`src/hw/rtl/iee_pkg.sv`:
```
// ----------------------------------------------------------------------------
// iee_pkg
// Shared types and constants of the infix expression evaluator.
// ----------------------------------------------------------------------------
package iee_pkg;

	localparam int VALUE_WIDTH_DEF = 32;
	localparam int OUT_WIDTH       = 32;

	localparam logic [7:0] CH_PLUS   = 8'h2B;
	localparam logic [7:0] CH_MINUS  = 8'h2D;
	localparam logic [7:0] CH_TIMES  = 8'h2A;
	localparam logic [7:0] CH_DIVIDE = 8'h2F;
	localparam logic [7:0] CH_ZERO   = 8'h30;
	localparam logic [7:0] CH_NINE   = 8'h39;

	typedef enum logic [1:0] {
		OP_PLUS   = 2'd0,
		OP_MINUS  = 2'd1,
		OP_TIMES  = 2'd2,
		OP_DIVIDE = 2'd3
	} op_t;

	typedef enum logic [1:0] {
		ERR_NONE = 2'd0,
		ERR_DIV0 = 2'd1,
		ERR_OVF  = 2'd2
	} err_t;

	typedef enum logic [2:0] {
		S_IDLE,
		S_EXEC,
		S_APPLY,
		S_ITER,
		S_FIX,
		S_SETOP,
		S_FINAL
	} state_t;

	typedef struct packed {
		logic load;
		logic digit;
		logic apply;
		logic step;
		logic fix;
		logic set_op;
		logic final_add;
	} dp_cmd_t;

	typedef struct packed {
		logic is_digit;
		logic is_op;
		logic last;
		logic iter_needed;
		logic iter_last;
		logic out_free;
	} dp_status_t;

endpackage

```
`src/hw/rtl/iee_ctrl.sv`:
```
// ----------------------------------------------------------------------------
// iee_ctrl
// Sequencer of the evaluator: steps each item through decode, operator
// apply, multiply/divide iterations and the closing sum.
// ----------------------------------------------------------------------------
module iee_ctrl (
	input  logic                 clk,
	input  logic                 arst_n,
	input  logic                 item_valid,
	output logic                 item_ready,
	input  iee_pkg::dp_status_t  st,
	output iee_pkg::dp_cmd_t     cmd
);

	iee_pkg::state_t state_q, state_d;
	logic            fin_q, fin_d;

	always_ff @(posedge clk or negedge arst_n) begin
		if (!arst_n) begin
			state_q <= iee_pkg::S_IDLE;
			fin_q   <= 1'b0;
		end else begin
			state_q <= state_d;
			fin_q   <= fin_d;
		end
	end

	// next state
	always_comb begin
		state_d = state_q;
		fin_d   = fin_q;
		case (state_q)
			iee_pkg::S_IDLE: begin
				if (item_valid) state_d = iee_pkg::S_EXEC;
			end
			iee_pkg::S_EXEC: begin
				if (st.is_op) begin
					state_d = iee_pkg::S_APPLY;
					fin_d   = 1'b0;
				end else if (st.last) begin
					state_d = iee_pkg::S_APPLY;
					fin_d   = 1'b1;
				end else begin
					state_d = iee_pkg::S_IDLE;
				end
			end
			iee_pkg::S_APPLY: begin
				if (st.iter_needed) state_d = iee_pkg::S_ITER;
				else state_d = fin_q ? iee_pkg::S_FINAL : iee_pkg::S_SETOP;
			end
			iee_pkg::S_ITER: begin
				if (st.iter_last) state_d = iee_pkg::S_FIX;
			end
			iee_pkg::S_FIX: begin
				state_d = fin_q ? iee_pkg::S_FINAL : iee_pkg::S_SETOP;
			end
			iee_pkg::S_SETOP: begin
				if (st.last) begin
					state_d = iee_pkg::S_APPLY;
					fin_d   = 1'b1;
				end else begin
					state_d = iee_pkg::S_IDLE;
				end
			end
			iee_pkg::S_FINAL: begin
				if (st.out_free) state_d = iee_pkg::S_IDLE;
			end
			default: state_d = iee_pkg::S_IDLE;
		endcase
	end

	// commands
	always_comb begin
		cmd        = '0;
		item_ready = 1'b0;
		case (state_q)
			iee_pkg::S_IDLE: begin
				item_ready = 1'b1;
				cmd.load   = item_valid;
			end
			iee_pkg::S_EXEC:  cmd.digit     = st.is_digit;
			iee_pkg::S_APPLY: cmd.apply     = 1'b1;
			iee_pkg::S_ITER:  cmd.step      = 1'b1;
			iee_pkg::S_FIX:   cmd.fix       = 1'b1;
			iee_pkg::S_SETOP: cmd.set_op    = 1'b1;
			iee_pkg::S_FINAL: cmd.final_add = st.out_free;
			default: cmd = '0;
		endcase
	end

endmodule

```
`src/hw/rtl/iee_dp.sv`:
```
// ----------------------------------------------------------------------------
// iee_dp
// Datapath of the evaluator: running sum, pending term, number being built,
// pending operator, error latch, bit-serial multiply/divide unit and the
// result register.
// ----------------------------------------------------------------------------
module iee_dp #(
	parameter int VALUE_WIDTH = iee_pkg::VALUE_WIDTH_DEF
) (
	input  logic                              clk,
	input  logic                              arst_n,
	input  logic [7:0]                        ch,
	input  logic                              last,
	input  iee_pkg::dp_cmd_t                  cmd,
	output iee_pkg::dp_status_t               st,
	output logic                              result_valid,
	input  logic                              result_ready,
	output logic [iee_pkg::OUT_WIDTH-1:0]     value,
	output logic [1:0]                        status
);

	localparam int W  = VALUE_WIDTH;
	localparam int CW = $clog2(W);
	localparam int OW = iee_pkg::OUT_WIDTH;

	// expression state
	logic [W-1:0]  sum_q, sum_d;
	logic [W-1:0]  term_q, term_d;
	logic [W-1:0]  cur_q, cur_d;
	iee_pkg::op_t  op_q, op_d;
	iee_pkg::err_t err_q, err_d;

	// held item
	logic [7:0] ch_q;
	logic       last_q;

	// serial multiply/divide unit
	logic [2*W-1:0] p_q, p_next;
	logic [W-1:0]   b_q;
	logic           neg_q;
	logic           div_q;
	logic [CW-1:0]  cnt_q;

	// result register
	logic [OW-1:0]  value_q;
	iee_pkg::err_t  status_q;
	logic           result_valid_q;

	logic [W-1:0]   vmax;
	logic [W+3:0]   dig_next;
	logic           dig_ovf;
	logic [W:0]     add_sum;
	logic           add_ovf;
	logic [W-1:0]   neg_cur;
	logic [W-1:0]   mag_term, mag_cur;
	logic           no_err;
	logic           iter_needed;
	iee_pkg::op_t   op_dec;
	logic [W:0]     mul_hi;
	logic [2*W-1:0] div_sh;
	logic [W:0]     div_trial;
	logic [2*W-1:0] fix_res, fix_lim;
	logic           fix_ovf;
	logic [W-1:0]   fix_val;
	logic [W-1:0]   fin_val;
	logic [OW-1:0]  fin_ext;
	iee_pkg::err_t  fin_err;

	assign vmax     = {1'b0, {(W-1){1'b1}}};
	assign no_err   = (err_q == iee_pkg::ERR_NONE);
	assign neg_cur  = ~cur_q + W'(1);
	assign mag_term = term_q[W-1] ? (~term_q + W'(1)) : term_q;
	assign mag_cur  = cur_q[W-1] ? (~cur_q + W'(1)) : cur_q;

	// number accumulation: cur * 10 + digit, checked against the top of range
	assign dig_next = ({4'b0, cur_q} << 3) + ({4'b0, cur_q} << 1)
		+ {{W{1'b0}}, ch_q[3:0]};
	assign dig_ovf  = dig_next > {4'b0, vmax};

	assign add_sum = {sum_q[W-1], sum_q} + {term_q[W-1], term_q};
	assign add_ovf = add_sum[W] ^ add_sum[W-1];

	assign iter_needed = no_err
		&& (((op_q == iee_pkg::OP_TIMES) && (term_q != '0) && (cur_q != '0))
		|| ((op_q == iee_pkg::OP_DIVIDE) && (cur_q != '0)));

	always_comb begin
		case (ch_q)
			iee_pkg::CH_PLUS:  op_dec = iee_pkg::OP_PLUS;
			iee_pkg::CH_MINUS: op_dec = iee_pkg::OP_MINUS;
			iee_pkg::CH_TIMES: op_dec = iee_pkg::OP_TIMES;
			default:           op_dec = iee_pkg::OP_DIVIDE;
		endcase
	end

	// one multiply (shift-add) or restoring divide step
	assign mul_hi    = {1'b0, p_q[2*W-1:W]} + (p_q[0] ? {1'b0, b_q} : {(W+1){1'b0}});
	assign div_sh    = {p_q[2*W-2:0], 1'b0};
	assign div_trial = {1'b0, div_sh[2*W-1:W]} - {1'b0, b_q};

	always_comb begin
		if (div_q) begin
			if (!div_trial[W]) p_next = {div_trial[W-1:0], div_sh[W-1:1], 1'b1};
			else p_next = div_sh;
		end else begin
			p_next = {mul_hi, p_q[W-1:1]};
		end
	end

	// range check of the finished magnitude and sign restore
	assign fix_res = div_q ? {{W{1'b0}}, p_q[W-1:0]} : p_q;
	assign fix_lim = {{(W+1){1'b0}}, {(W-1){1'b1}}} + {{(2*W-1){1'b0}}, neg_q};
	assign fix_ovf = fix_res > fix_lim;
	assign fix_val = neg_q ? (~fix_res[W-1:0] + W'(1)) : fix_res[W-1:0];

	// closing sum
	always_comb begin
		if (!no_err) fin_err = err_q;
		else if (add_ovf) fin_err = iee_pkg::ERR_OVF;
		else fin_err = iee_pkg::ERR_NONE;
	end
	assign fin_val = (fin_err == iee_pkg::ERR_NONE) ? add_sum[W-1:0] : '0;

	generate
		if (W >= OW) begin : g_trunc
			assign fin_ext = fin_val[OW-1:0];
		end else begin : g_sext
			assign fin_ext = {{(OW-W){fin_val[W-1]}}, fin_val};
		end
	endgenerate

	always_comb begin
		sum_d  = sum_q;
		term_d = term_q;
		cur_d  = cur_q;
		op_d   = op_q;
		err_d  = err_q;
		if (cmd.digit && no_err) begin
			if (dig_ovf) begin
				err_d = iee_pkg::ERR_OVF;
				cur_d = '0;
			end else begin
				cur_d = dig_next[W-1:0];
			end
		end
		if (cmd.apply && no_err) begin
			case (op_q)
				iee_pkg::OP_PLUS, iee_pkg::OP_MINUS: begin
					if (add_ovf) begin
						err_d = iee_pkg::ERR_OVF;
						sum_d = '0;
					end else begin
						sum_d = add_sum[W-1:0];
					end
					term_d = (op_q == iee_pkg::OP_MINUS) ? neg_cur : cur_q;
				end
				iee_pkg::OP_TIMES: begin
					if (!iter_needed) term_d = '0;
				end
				default: begin
					if (cur_q == '0) begin
						err_d  = iee_pkg::ERR_DIV0;
						term_d = '0;
					end
				end
			endcase
		end
		if (cmd.fix) begin
			if (fix_ovf) begin
				err_d  = iee_pkg::ERR_OVF;
				term_d = '0;
			end else begin
				term_d = fix_val;
			end
		end
		if (cmd.set_op) begin
			op_d  = op_dec;
			cur_d = '0;
		end
		if (cmd.final_add) begin
			sum_d  = '0;
			term_d = '0;
			cur_d  = '0;
			op_d   = iee_pkg::OP_PLUS;
			err_d  = iee_pkg::ERR_NONE;
		end
	end

	always_ff @(posedge clk or negedge arst_n) begin
		if (!arst_n) begin
			sum_q          <= '0;
			term_q         <= '0;
			cur_q          <= '0;
			op_q           <= iee_pkg::OP_PLUS;
			err_q          <= iee_pkg::ERR_NONE;
			result_valid_q <= 1'b0;
		end else begin
			sum_q  <= sum_d;
			term_q <= term_d;
			cur_q  <= cur_d;
			op_q   <= op_d;
			err_q  <= err_d;
			if (cmd.final_add) result_valid_q <= 1'b1;
			else if (result_ready) result_valid_q <= 1'b0;
		end
	end

	always_ff @(posedge clk) begin
		if (cmd.load) begin
			ch_q   <= ch;
			last_q <= last;
		end
		if (cmd.apply) begin
			p_q   <= {{W{1'b0}}, (op_q == iee_pkg::OP_DIVIDE) ? mag_term : mag_cur};
			b_q   <= (op_q == iee_pkg::OP_DIVIDE) ? mag_cur : mag_term;
			neg_q <= term_q[W-1] ^ cur_q[W-1];
			div_q <= (op_q == iee_pkg::OP_DIVIDE);
			cnt_q <= CW'(W - 1);
		end else if (cmd.step) begin
			p_q   <= p_next;
			cnt_q <= cnt_q - CW'(1);
		end
		if (cmd.final_add) begin
			value_q  <= fin_ext;
			status_q <= fin_err;
		end
	end

	always_comb begin
		st             = '0;
		st.is_digit    = ch_q inside {[iee_pkg::CH_ZERO:iee_pkg::CH_NINE]};
		st.is_op       = (ch_q == iee_pkg::CH_PLUS) || (ch_q == iee_pkg::CH_MINUS)
			|| (ch_q == iee_pkg::CH_TIMES) || (ch_q == iee_pkg::CH_DIVIDE);
		st.last        = last_q;
		st.iter_needed = iter_needed;
		st.iter_last   = (cnt_q == '0);
		st.out_free    = !result_valid_q || result_ready;
	end

	assign result_valid = result_valid_q;
	assign value        = value_q;
	assign status       = status_q;

endmodule

```
`src/hw/rtl/infix_expression_evaluator.sv`:
```
// ----------------------------------------------------------------------------
// infix_expression_evaluator
// Digit or ignored item: accept, execute. Operator item: accept, execute, apply,
// set operator, with iteration and fix steps after apply when it closes a pending
// * or / that runs the one-bit-per-cycle multiply/divide unit. The last item adds
// one more apply pass (iterating likewise for * or /) and a closing step, held until
// the result register is free; the result waits there while the next item is taken.
// Reset (arst_n low) clears sum, term, number, error and drops any result.
// ----------------------------------------------------------------------------
module infix_expression_evaluator #(
	parameter int VALUE_WIDTH = iee_pkg::VALUE_WIDTH_DEF
) (
	input  logic                          clk,
	input  logic                          arst_n,
	input  logic                          item_valid,
	output logic                          item_ready,
	input  logic [7:0]                    ch,
	input  logic                          last,
	output logic                          result_valid,
	input  logic                          result_ready,
	output logic [iee_pkg::OUT_WIDTH-1:0] value,
	output logic [1:0]                    status
);

	// Evaluation keeps a running sum and one open product term, so * and /
	// bind tighter than + and - without any operand stack. An operator item
	// folds the pending operator into the state; the last item folds once
	// more and adds the open term to the sum.

	iee_pkg::dp_cmd_t    cmd;
	iee_pkg::dp_status_t st;

	// sequencer: one state per phase of item handling
	iee_ctrl u_ctrl (
		.clk        (clk),
		.arst_n     (arst_n),
		.item_valid (item_valid),
		.item_ready (item_ready),
		.st         (st),
		.cmd        (cmd)
	);

	// datapath: expression state, serial mul/div unit, result register
	iee_dp #(
		.VALUE_WIDTH (VALUE_WIDTH)
	) u_dp (
		.clk          (clk),
		.arst_n       (arst_n),
		.ch           (ch),
		.last         (last),
		.cmd          (cmd),
		.st           (st),
		.result_valid (result_valid),
		.result_ready (result_ready),
		.value        (value),
		.status       (status)
	);

	// an accepted item moves the sequencer to its execute state, where no item is accepted
	a_busy_after_accept: assert property (@(posedge clk) disable iff (!arst_n)
		item_valid && item_ready |=> !item_ready)
		else $error("item taken while previous item still executing");

	// an error result carries zero as its value
	a_err_value_zero: assert property (@(posedge clk) disable iff (!arst_n)
		result_valid && (status != 2'(iee_pkg::ERR_NONE)) |-> (value == '0))
		else $error("error result with nonzero value");

	// a new result only appears out of the closing cycle, never from idle
	a_result_from_busy: assert property (@(posedge clk) disable iff (!arst_n)
		$rose(result_valid) |-> $past(!item_ready))
		else $error("result appeared without a closing cycle");

endmodule

```
`config.mk`:
```
export PLATFORM = sky130hd
export DESIGN_NAME = infix_expression_evaluator
export DESIGN_NICKNAME = d
export VERILOG_FILES = /design/src/hw/rtl/iee_pkg.sv /design/src/hw/rtl/iee_ctrl.sv /design/src/hw/rtl/iee_dp.sv /design/src/hw/rtl/infix_expression_evaluator.sv
export SDC_FILE = /design/constraint.sdc
export NUM_CORES = 1
export LEC_CHECK = 0
export BUFFER_PORTS_ARGS = -buffer_cell sky130_fd_sc_hd__buf_2
export CAP_MARGIN = 20
export CORE_MARGIN = 1
export CORE_UTILIZATION = 25
export CTS_CLUSTER_SIZE = 25
export DETAILED_ROUTE_END_ITERATION = 16
export PLACE_DENSITY_LB_ADDON = 0.25
export SETUP_SLACK_MARGIN = 0.3
export SYNTH_ARGS = -nofsm -noshare
export SYNTH_HDL_FRONTEND = slang
export SYNTH_SLANG_ARGS = --single-unit
```
`constraint.sdc`:
```
create_clock -name clk -period 7.1 [get_ports clk]
set_clock_uncertainty 0.15 [all_clocks]
set_input_delay 0.71 -clock clk [delete_from_list [all_inputs] [get_ports clk]]
set_output_delay 0.71 -clock clk [all_outputs]
set_load 0.01 [all_outputs]
```
======== After elaboration in Yosys (flattened, before gate mapping) ========
Cells that the tools add are included.
word-level totals
  flip-flop bits (word level) ............. 251
  word-level logic and storage cells ...... 150
cells by class
  add/sub/neg operators ................... 10
  magnitude comparators ................... 4
  equality and inequality tests ........... 17
  mux-type cells .......................... 62
  bitwise gates (word level) .............. 5
  reduce and logical (&&, ||, !) cells .... 34
operator list
  operator               number
  $mux 32                23
  $mux 64                3
  $add 32x1->32 const B  3
  $not 32->32            3
  $add 32x32->33         2
  $gt 64x64->1           1
  $pmux 32 s2            1
  $reduce_bool 32->1     2
  $add 35x33->36         1
  $add 36x4->36          1
  $gt 36x31->1 const B   1
  $sub 32x32->33         1
  $add 31x1->32 const A  1
  $eq 8x6->1 const B     4
  $logic_not 32->1       1
  $mux 2                 14
  $pmux 3 s7             1
  $mux 3                 5
  $mux 1                 12
  $reduce_bool 2->1      6
  $eq 3x3->1 const B     3
  $ge 8x6->1 const B     1
  $le 8x6->1 const B     1
  $logic_and 1x1->1      7
  other kinds (22)       34

======== Logic depth before layout (Yosys ltp) ========
Gate-level depths: netlist of run 1.
  depth in word-level cells ............... 11
  depth in mapped cells ................... 16

======== By module ========
A second synthesis of run 1 with hierarchy kept.
second synthesis, totals
  cells, all modules ...................... 2,492
  area, all modules ....................... 21,321.7 um2
modules (own cells, without submodules)
  module    instances  cells each  area an instance (um2)  seq. area each (um2)
  iee_dp    1          2,453       20,997.6                6,541.3
  iee_ctrl  1          39          324.1                   100.1

======== Worst setup path before layout of run 1 ========
OpenSTA, ideal clock, no wires.
  kind .................................... register to register
  start ................................... register u_dp.term_q[0]
  end ..................................... register u_dp.sum_q[12]
  library setup time ...................... 0.066 ns
  arrival ................................. 4.605 ns
  slack ................................... 2.278 ns
  cell stages (with the launch flop) ...... 16
  cell sequence ........................... dfrtp_1 ha_1 fa_1 a211oi_1 o211ai_1 a31oi_1 o2111ai_1 a31oi_1 o21ai_0 a41oi_1 nor3b_1 a211oi_1 ha_1 nor4_1 clkbuf_1 a22o_1
between the ends
  word-level cells in the longest chain between the ends .. 6
RTL lines
  element                   RTL line       text
  start: declaration        iee_dp.sv:28   logic [W-1:0] term_q, term_d;
  start signal: assignment  iee_dp.sv:199  term_q <= term_d;
  $add 32x32->33 (*)        iee_dp.sv:80   assign add_sum = {sum_q[W-1], sum_q} + {term_q[W-1], term_q};
  $xor 1x1->1               iee_dp.sv:81   assign add_ovf = add_sum[W] ^ add_sum[W-1];
  $mux 32 (*)               iee_dp.sv:149  if (add_ovf) begin
  $mux 32 (*)               iee_dp.sv:147  case (op_q)
  $mux 32 (*)               iee_dp.sv:146  if (cmd.apply && no_err) begin
  $mux 32 (*)               iee_dp.sv:180  if (cmd.final_add) begin
  end signal: assignment    iee_dp.sv:198  sum_q <= sum_d;
  end: declaration          iee_dp.sv:27   logic [W-1:0] sum_q, sum_d;
Every way passes the cells marked *; elsewhere a longest branch is shown, timed or not. The select of a mux whose other input is x is not followed.
A chain may end at the register's enable or synchronous reset.

======== Final worst setup path of run 1 ========
  start ................................... register u_dp.cur_q[0]
  end ..................................... register u_dp.cur_q[10]
between the ends
  word-level cells in the longest chain between the ends .. 7
RTL lines
  element                   RTL line       text
  start: declaration        iee_dp.sv:29   logic [W-1:0] cur_q, cur_d;
  start signal: assignment  iee_dp.sv:200  cur_q <= cur_d;
  $add 35x33->36 (*)        iee_dp.sv:76   assign dig_next = ({4'b0, cur_q} << 3) + ({4'b0, cur_q} << 1)
  $add 36x4->36 (*)         iee_dp.sv:77   + {{W{1'b0}}, ch_q[3:0]};
  $gt 36x31->1              iee_dp.sv:78   assign dig_ovf = dig_next > {4'b0, vmax};
  $mux 32 (*)               iee_dp.sv:139  if (dig_ovf) begin
  $mux 32 (*)               iee_dp.sv:138  if (cmd.digit && no_err) begin
  $mux 32 (*)               iee_dp.sv:176  if (cmd.set_op) begin
  $mux 32 (*)               iee_dp.sv:180
Marked as above.

==> impl_metrics.tcl, run 1 <==
set metrics [dict create \
    ioPinCount 49 \
    worst_setup_path_end_kind "register" \
    dr.pass1.iters 5 \
    wl_per_cell_microns 19.4 \
    avgViaCountPerCell 5.11 \
    synth-seq-area-share_pct 31.2 \
    path_depth 13 \
    syn_to_final_growth_pct 12.4 \
    cts_hold_buf 0 \
    critPathRequiredTime_ns 7.38 \
    min_period_ns 5.21 \
    clock_latency_ns 0.56 \
    num-fill-cells 8998 \
    yosysWarnings 0 \
    die_w_microns 294 \
    crit_slowest_cell "nand4_1" \
    die-area_sq_um 86400 \
    timing.setup.tns_ns 0 \
    path_class "reg2reg" \
    synth_top_cell_area_share_pct 15.4 \
    r2r_end "u_dp.cur_q[10]" \
    synth-edff-count 109 \
    slew_headroom_pct 20.5 \
    cts.clk_slew.worst_paths_ns 0.06 \
    ctsLongestPathBuffers 3 \
    p_total_mw 10.7 \
    synthTopCellsByArea "edfxtp_1, dfrtp_1, ha_1" \
    ir_drop_uv 238 \
    grt_setup_unrepaired "no" \
    use_met1_pct 22.1 \
    groute.usage.overall_pct 16.2 \
    r2r-start "u_dp.cur_q[0]" \
    postRouteAntennaNets 0 \
    max_stage_delay_ns 0.79 \
    worst_pin_slew_ns 1.19 \
    drv_cap 0 \
    postCtsSetupBuffers 0 \
    powerDensity_nw_per_um2 448 \
    hpwl_microns 52600 \
    core_sq_um 84000 \
    wirelength_microns 70400 \
    grt_max_degree 66 \
    synthFlopType "edfxtp_1" \
    setup_violations 0 \
    cts_resized 0 \
    antenna_found_initial 2 \
    final_cells 3635 \
    rrSetupSlack_ns 1.89 \
    avgSynthCellArea_sq_um 8.61 \
    htree_levels 2 \
    ys_ff_latch 251 \
    timing.final.crit_share_pct 73.4 \
    gp_congestion 0.902 \
    crit_fanout 20 \
    cts_root_buf "clkbuf_16" \
    slew_violations 0 \
    antenna_cells 0 \
    synth_area_sq_um 21300 \
    busiest_layer "met2" \
    drc 0 \
    hold_viol 0 \
    synth_top_cell_by_area "edfxtp_1" \
    num_rows 106 \
    cp_num_buf_inv 2 \
    fp.dieH_microns 294 \
    initial_core_util_pct 25.4 \
    vias 18600 \
    setup.worst_path.start_class "register" \
    grt_use_met3_pct 1.73 \
    overflow 0 \
    dp.cells 3566 \
    hp-class "in2async" \
    cts_tree "built" \
    portBuffers 48 \
    cellLeakagePower_nw 10.4 \
    grt_first_pass_wirelength_microns 109000 \
    path_cells "inv_1 > fa_1 > inv_1 > fa_1 > a211oi_1 > nor4_1 > o31ai_1 > a21oi_1 > o21ai_1 > nor4b_1 > a2111oi_0 > nand4_1 > o21ai_0" \
    use_met2_pct 26.3 \
    ys_async_sr_fraction_pct 41.8 \
    cts_made_buffers 37 \
    status "finished clean" \
    worstPathArrival_ns 5.49 \
    synthCells 2474 \
    drive_gt1_share_pct 6.40 \
    finish.net_count 2687 \
    grt_pass1_vias 17900 \
    clock-sinks 251 \
    synth_fp_nets 2689 \
    max_freq_mhz 192 \
    drt_iter0_drc 1184 \
    synth_cell_types 80 \
    r2r_cells 13 \
    crit_family "compound AO/OA/AOI/OAI gates" \
]
sequential cells by signal, indices dropped and copies added (netlist names), 2 cells and up:
register,count
u_ctrl.state_q,3
u_dp.op_q,2
u_dp.p_q,64
u_dp.b_q,32
u_dp.term_q,32
u_dp.cnt_q,5
u_dp.err_q,2
u_dp.status,2
u_dp.ch_q,8
u_dp.cur_q,32
u_dp.sum_q,32
u_dp.value,32
report_power, final:
part | switching, mW | internal, mW
clock network | 0.740 | 1.13
registers | 0.665 | 2.16
logic | 3.84 | 2.19
total | 5.24 | 5.47
cell usage in the layout (no fill, tap or decap), types with 11 or more instances in the layout:
cell type	synthesis	final
o22ai_1	17	17
clkbuf_16	0	39
nor2_1	143	141
o21ai_0	187	187
buf_2	5	47
or3_1	22	22
a21o_1	61	61
nand4_1	24	24
dfrtp_1	105	105
and2_1	11	11
nand2b_1	37	36
a211oi_1	25	24
a31oi_1	20	20
nor4_1	26	25
edfxtp_1	109	109
nor2b_1	41	40
dfxtp_1	37	37
ha_1	197	197
o211ai_1	25	25
xnor2_1	90	90
or4_1	12	12
buf_4	4	24
a21oi_1	194	194
nor3_1	55	55
nand3_1	46	46
a22oi_1	25	25
xor2_1	121	121
o21bai_1	13	13
o21a_1	25	25
a22o_1	43	43
inv_1	89	88
o31ai_1	47	47
nand2_1	276	275
mux2i_1	82	82
stage by stage:
| step | hold slack, ns | setup slack (ns) | cell area [sq um] | utilization [%] |
|---|---|---|---|---|
| 2_1_floorplan | 0.264 | 2.28 | 21300 | - |
| 3_5_place_dp | 0.297 | 1.92 | 22700 | 27.1 |
| 4_1_cts | 0.113 | 1.78 | 23900 | 28.5 |
| 3_3_place_gp | 0.289 | 1.93 | 22700 | 27.1 |
| 6_report | 0.105 | 1.89 | 23900 | 28.5 |
| 5_1_grt | 0.162 | 1.30 | 23900 | 28.5 |
final cells by class:
cell class,instances,area [sq um],area share [%]
Clock inverter,19,183,0.763
Tap cell,1134,1420,5.93
Sequential cell,251,6640,27.7
Inverter,92,345,1.44
Multi-Input combinational cell,2018,13900,58.1
Clock buffer,49,1020,4.27
Timing Repair Buffer,72,430,1.80
cell usage after synthesis, types with 25 or more instances:
| library cell | count |
|---|---|
| nor3_1 | 55 |
| ha_1 | 197 |
| a22o_1 | 43 |
| a21oi_1 | 194 |
| mux2i_1 | 82 |
| xnor2_1 | 90 |
| nand2b_1 | 37 |
| o21a_1 | 25 |
| inv_1 | 89 |
| a22oi_1 | 25 |
| nor4_1 | 26 |
| nand2_1 | 276 |
| xor2_1 | 121 |
| a211oi_1 | 25 |
| o211ai_1 | 25 |
| o21ai_0 | 187 |
| nand3_1 | 46 |
| nor2b_1 | 41 |
| nor2_1 | 143 |
| o31ai_1 | 47 |
| dfxtp_1 | 37 |
| clkbuf_1 | 95 |
| a21o_1 | 61 |
| edfxtp_1 | 109 |
| dfrtp_1 | 105 |
cell families (layout without fill, tap and decap cells):
logic type      Yosys count  count (layout)  share of synthesized area, %
compound gates          779             779                          23.7
xor+xnor                211             211                          8.68
simple gates            743             743                          16.8
fa+ha+maj               202             202                          12.0
mux                      83              83                          3.91
buf+inv                 205             232                          3.71
flops                   251             251                          31.2
metal layers:
metal  wire, microns  vias up
li1                -     9178
met1           32900     8874
met2           32600      402
met3            2630      105
met4            2340        0
met5               0        -
how the worst max path moves through the flow:
stage / endpoint / from / slack, ns
4_1_cts: u_dp.cur_q[10] / u_dp.cur_q[2] / 1.78
3_5_place_dp: u_dp.cur_q[8] / u_dp.cur_q[2] / 1.92
2_1_floorplan: u_dp.sum_q[12] / u_dp.term_q[0] / 2.28
5_1_grt: u_dp.cur_q[10] / u_dp.cur_q[0] / 1.30
3_3_place_gp: u_dp.err_q[1] / u_dp.cur_q[2] / 1.93
6_report: u_dp.cur_q[10] / u_dp.cur_q[0] / 1.89
worst reg2reg max path: stages (launching register included):
cell,delay [ns]
dfrtp_1,0.42
inv_1,0.14
fa_1,0.54
inv_1,0.08
fa_1,0.48
a211oi_1,0.35
nor4_1,0.17
o31ai_1,0.41
a21oi_1,0.16
o21ai_1,0.38
nor4b_1,0.11
a2111oi_0,0.50
nand4_1,0.79
o21ai_0,0.44
No activity file was read; power rests on OpenSTA's default activity.
==> run 2: changes to the inputs <==
Clock period 7.1 ns to 5.15 ns, I/O delays scaled along.
==> impl_metrics.tcl, run 2 (synthesis gave the netlist of run 1 again) <==
set metrics [dict create \
    critPathRequiredTime_ns 5.49 \
    clock_latency_ns 0.57 \
    slew_violations 0 \
    dr.pass1.iters 5 \
    cts_root_buf "clkbuf_16" \
    drt_iter0_drc 1334 \
    worstPathArrival_ns 4.85 \
    avgViaCountPerCell 5.06 \
    final_cell_mix "nand2_1, ha_1, a21oi_1" \
    initial_core_util_pct 25.4 \
    hold_viol 0 \
    cts_tree "built" \
    setup_violations 0 \
    core_sq_um 84000 \
    grt_max_degree 66 \
    timing.final.crit_share_pct 87.6 \
    max_freq_mhz 222 \
    grt_pass1_vias 17900 \
    status "finished clean" \
    drc 0 \
    vias 18600 \
    setup.worst_path.start_class "register" \
    hpwl_microns 52900 \
    syn_to_final_growth_pct 14.0 \
    power_frac_clock_pct 17.3 \
    hp-class "in2reg" \
    p_seq_share_pct 26.0 \
    powerDensity_nw_per_um2 608 \
    p_total_mw 14.8 \
    wl_per_cell_microns 19.2 \
    power.switching_mw 7.19 \
    dr_wl_met3_microns 2790 \
    dpl-instance-area_sq_um 22900 \
    ctsLongestPathBuffers 3 \
    die-area_sq_um 86400 \
    switching_share_pct 48.7 \
    cts_made_buffers 35 \
    groute.usage.overall_pct 16.3 \
    largest_reg_flops 64 \
    wl_met1_microns 32800 \
    cellLeakagePower_nw 10.6 \
    postRouteAntennaNets 0 \
    antenna_found_initial 2 \
    finish.net_count 2725 \
    final_cell_area_sq_um 24300 \
    worst_pin_slew_ns 0.916 \
    slew_headroom_pct 38.7 \
    wl_met2_microns 32800 \
    grt_first_pass_wirelength_microns 109000 \
    ir_drop_uv 270 \
    timing.setup.tns_ns 0 \
    num_rows 106 \
    mostFrequentLayoutCell "nand2_1" \
    ioPinCount 49 \
    worst_setup_path_end_kind "register" \
    p_comb_share_pct 56.7 \
    crit_fanout 16 \
    clock-sinks 251 \
    htree_levels 2 \
    topRoutingLayerUsed "met4" \
    portBuffers 48 \
    regMostFlops "u_dp.p_q" \
    path_class "reg2reg" \
    overflow 0 \
    fp.dieH_microns 294 \
    drive_gt1_share_pct 7.65 \
    wirelength_microns 70500 \
    cts.clk_slew.worst_paths_ns 0.06 \
    die_w_microns 294 \
    drv_cap 0 \
    p_int_mw 7.58 \
    num-fill-cells 8906 \
    min_period_ns 4.51 \
    gp_congestion 0.855 \
    grt_setup_unrepaired "no" \
]
-- run 2: changes by cell type in the layout (fill, tap and decap cells not counted), sizes merged --
cell,delta
buf,+30
bufinv,+1
clkbuf,-6
clkinv,-1
clkinvlp,+2
diode,+1
dlygate4sd3,+10
-- run 2: final timing paths --
kind                                 from                 to  slack, ns  cells past startpoint
hold / removal                 item_valid  u_ctrl.state_q[0]       0.19                      3
setup / recovery           u_dp.cur_q[12]    u_dp.term_q[26]       0.64                      9
hold reg to reg             u_dp.cnt_q[4]      u_dp.cnt_q[4]       0.29                      1
setup reg to reg           u_dp.cur_q[12]    u_dp.term_q[26]       0.64                      9
min in group asynchronous          arst_n     u_dp.sum_q[12]       0.39                      2
max in group asynchronous          arst_n  u_ctrl.state_q[2]       3.41                      3
-- run 2: power by group through the flow --
stage | Sequential, mW | Clock [mW] | Combinational (mW)
6_report | 3.84 | 2.55 | 8.37
5_1_grt | 3.95 | 2.68 | 9.27
4_1_cts | 3.84 | 2.62 | 8.37
3_5_place_dp | 3.87 | 0 | 8.31
3_3_place_gp | 3.87 | 0 | 8.35
2_1_floorplan | 3.55 | 0 | 5.95
-- run 2: repair_timing --
action / in CTS / in global routing
buffers inserted: 0 / 1
endpoints found under the setup margin: 0 / 76
hold buffers: 10 / 0
gates resized for setup: 0 / 7
endpoints found under the hold margin: 52 / 0
-- run 2: per-layer routing --
metal,global-route usage (%),up-vias
li1,-,9261
met1,22.4,8863
met2,26.3,378
met3,1.77,83
met4,5.34,0
met5,0,-
-- run 2: cell type report --
class	instances	area (sq um)	share of cell area, %
multi-input combinational	2018	13900	57.4
antenna	1	2.50	0.0103
inverter	92	345	1.42
timing repair buffer	112	761	3.13
clock inverter	21	225	0.928
sequential	251	6640	27.4
clock buffer	43	948	3.91
tap	1134	1420	5.85
-- run 2: stage by stage --
step	instances	hold slack (ns)	util [%]	setup WS [ns]
finish	3672	0.187	28.9	0.639
floorplan	2474	0.0694	-	0.328
global placement	3595	0.289	27.3	0.360
CTS	3669	0.173	28.8	0.303
detailed placement	3595	0.290	27.3	0.330
global route	3671	0.183	28.9	0.312
-- run 2: critical path, stage by stage (launching register included) --
cell and delay (ns):
dfrtp_1 0.51, nor4_1 0.70, nand4bb_1 0.38, nor4_1 0.68, nand3b_1 0.42, a21oi_1 0.34
a211oi_4 0.11, or2_1 0.37, o21ba_2 0.56, a22o_1 0.19
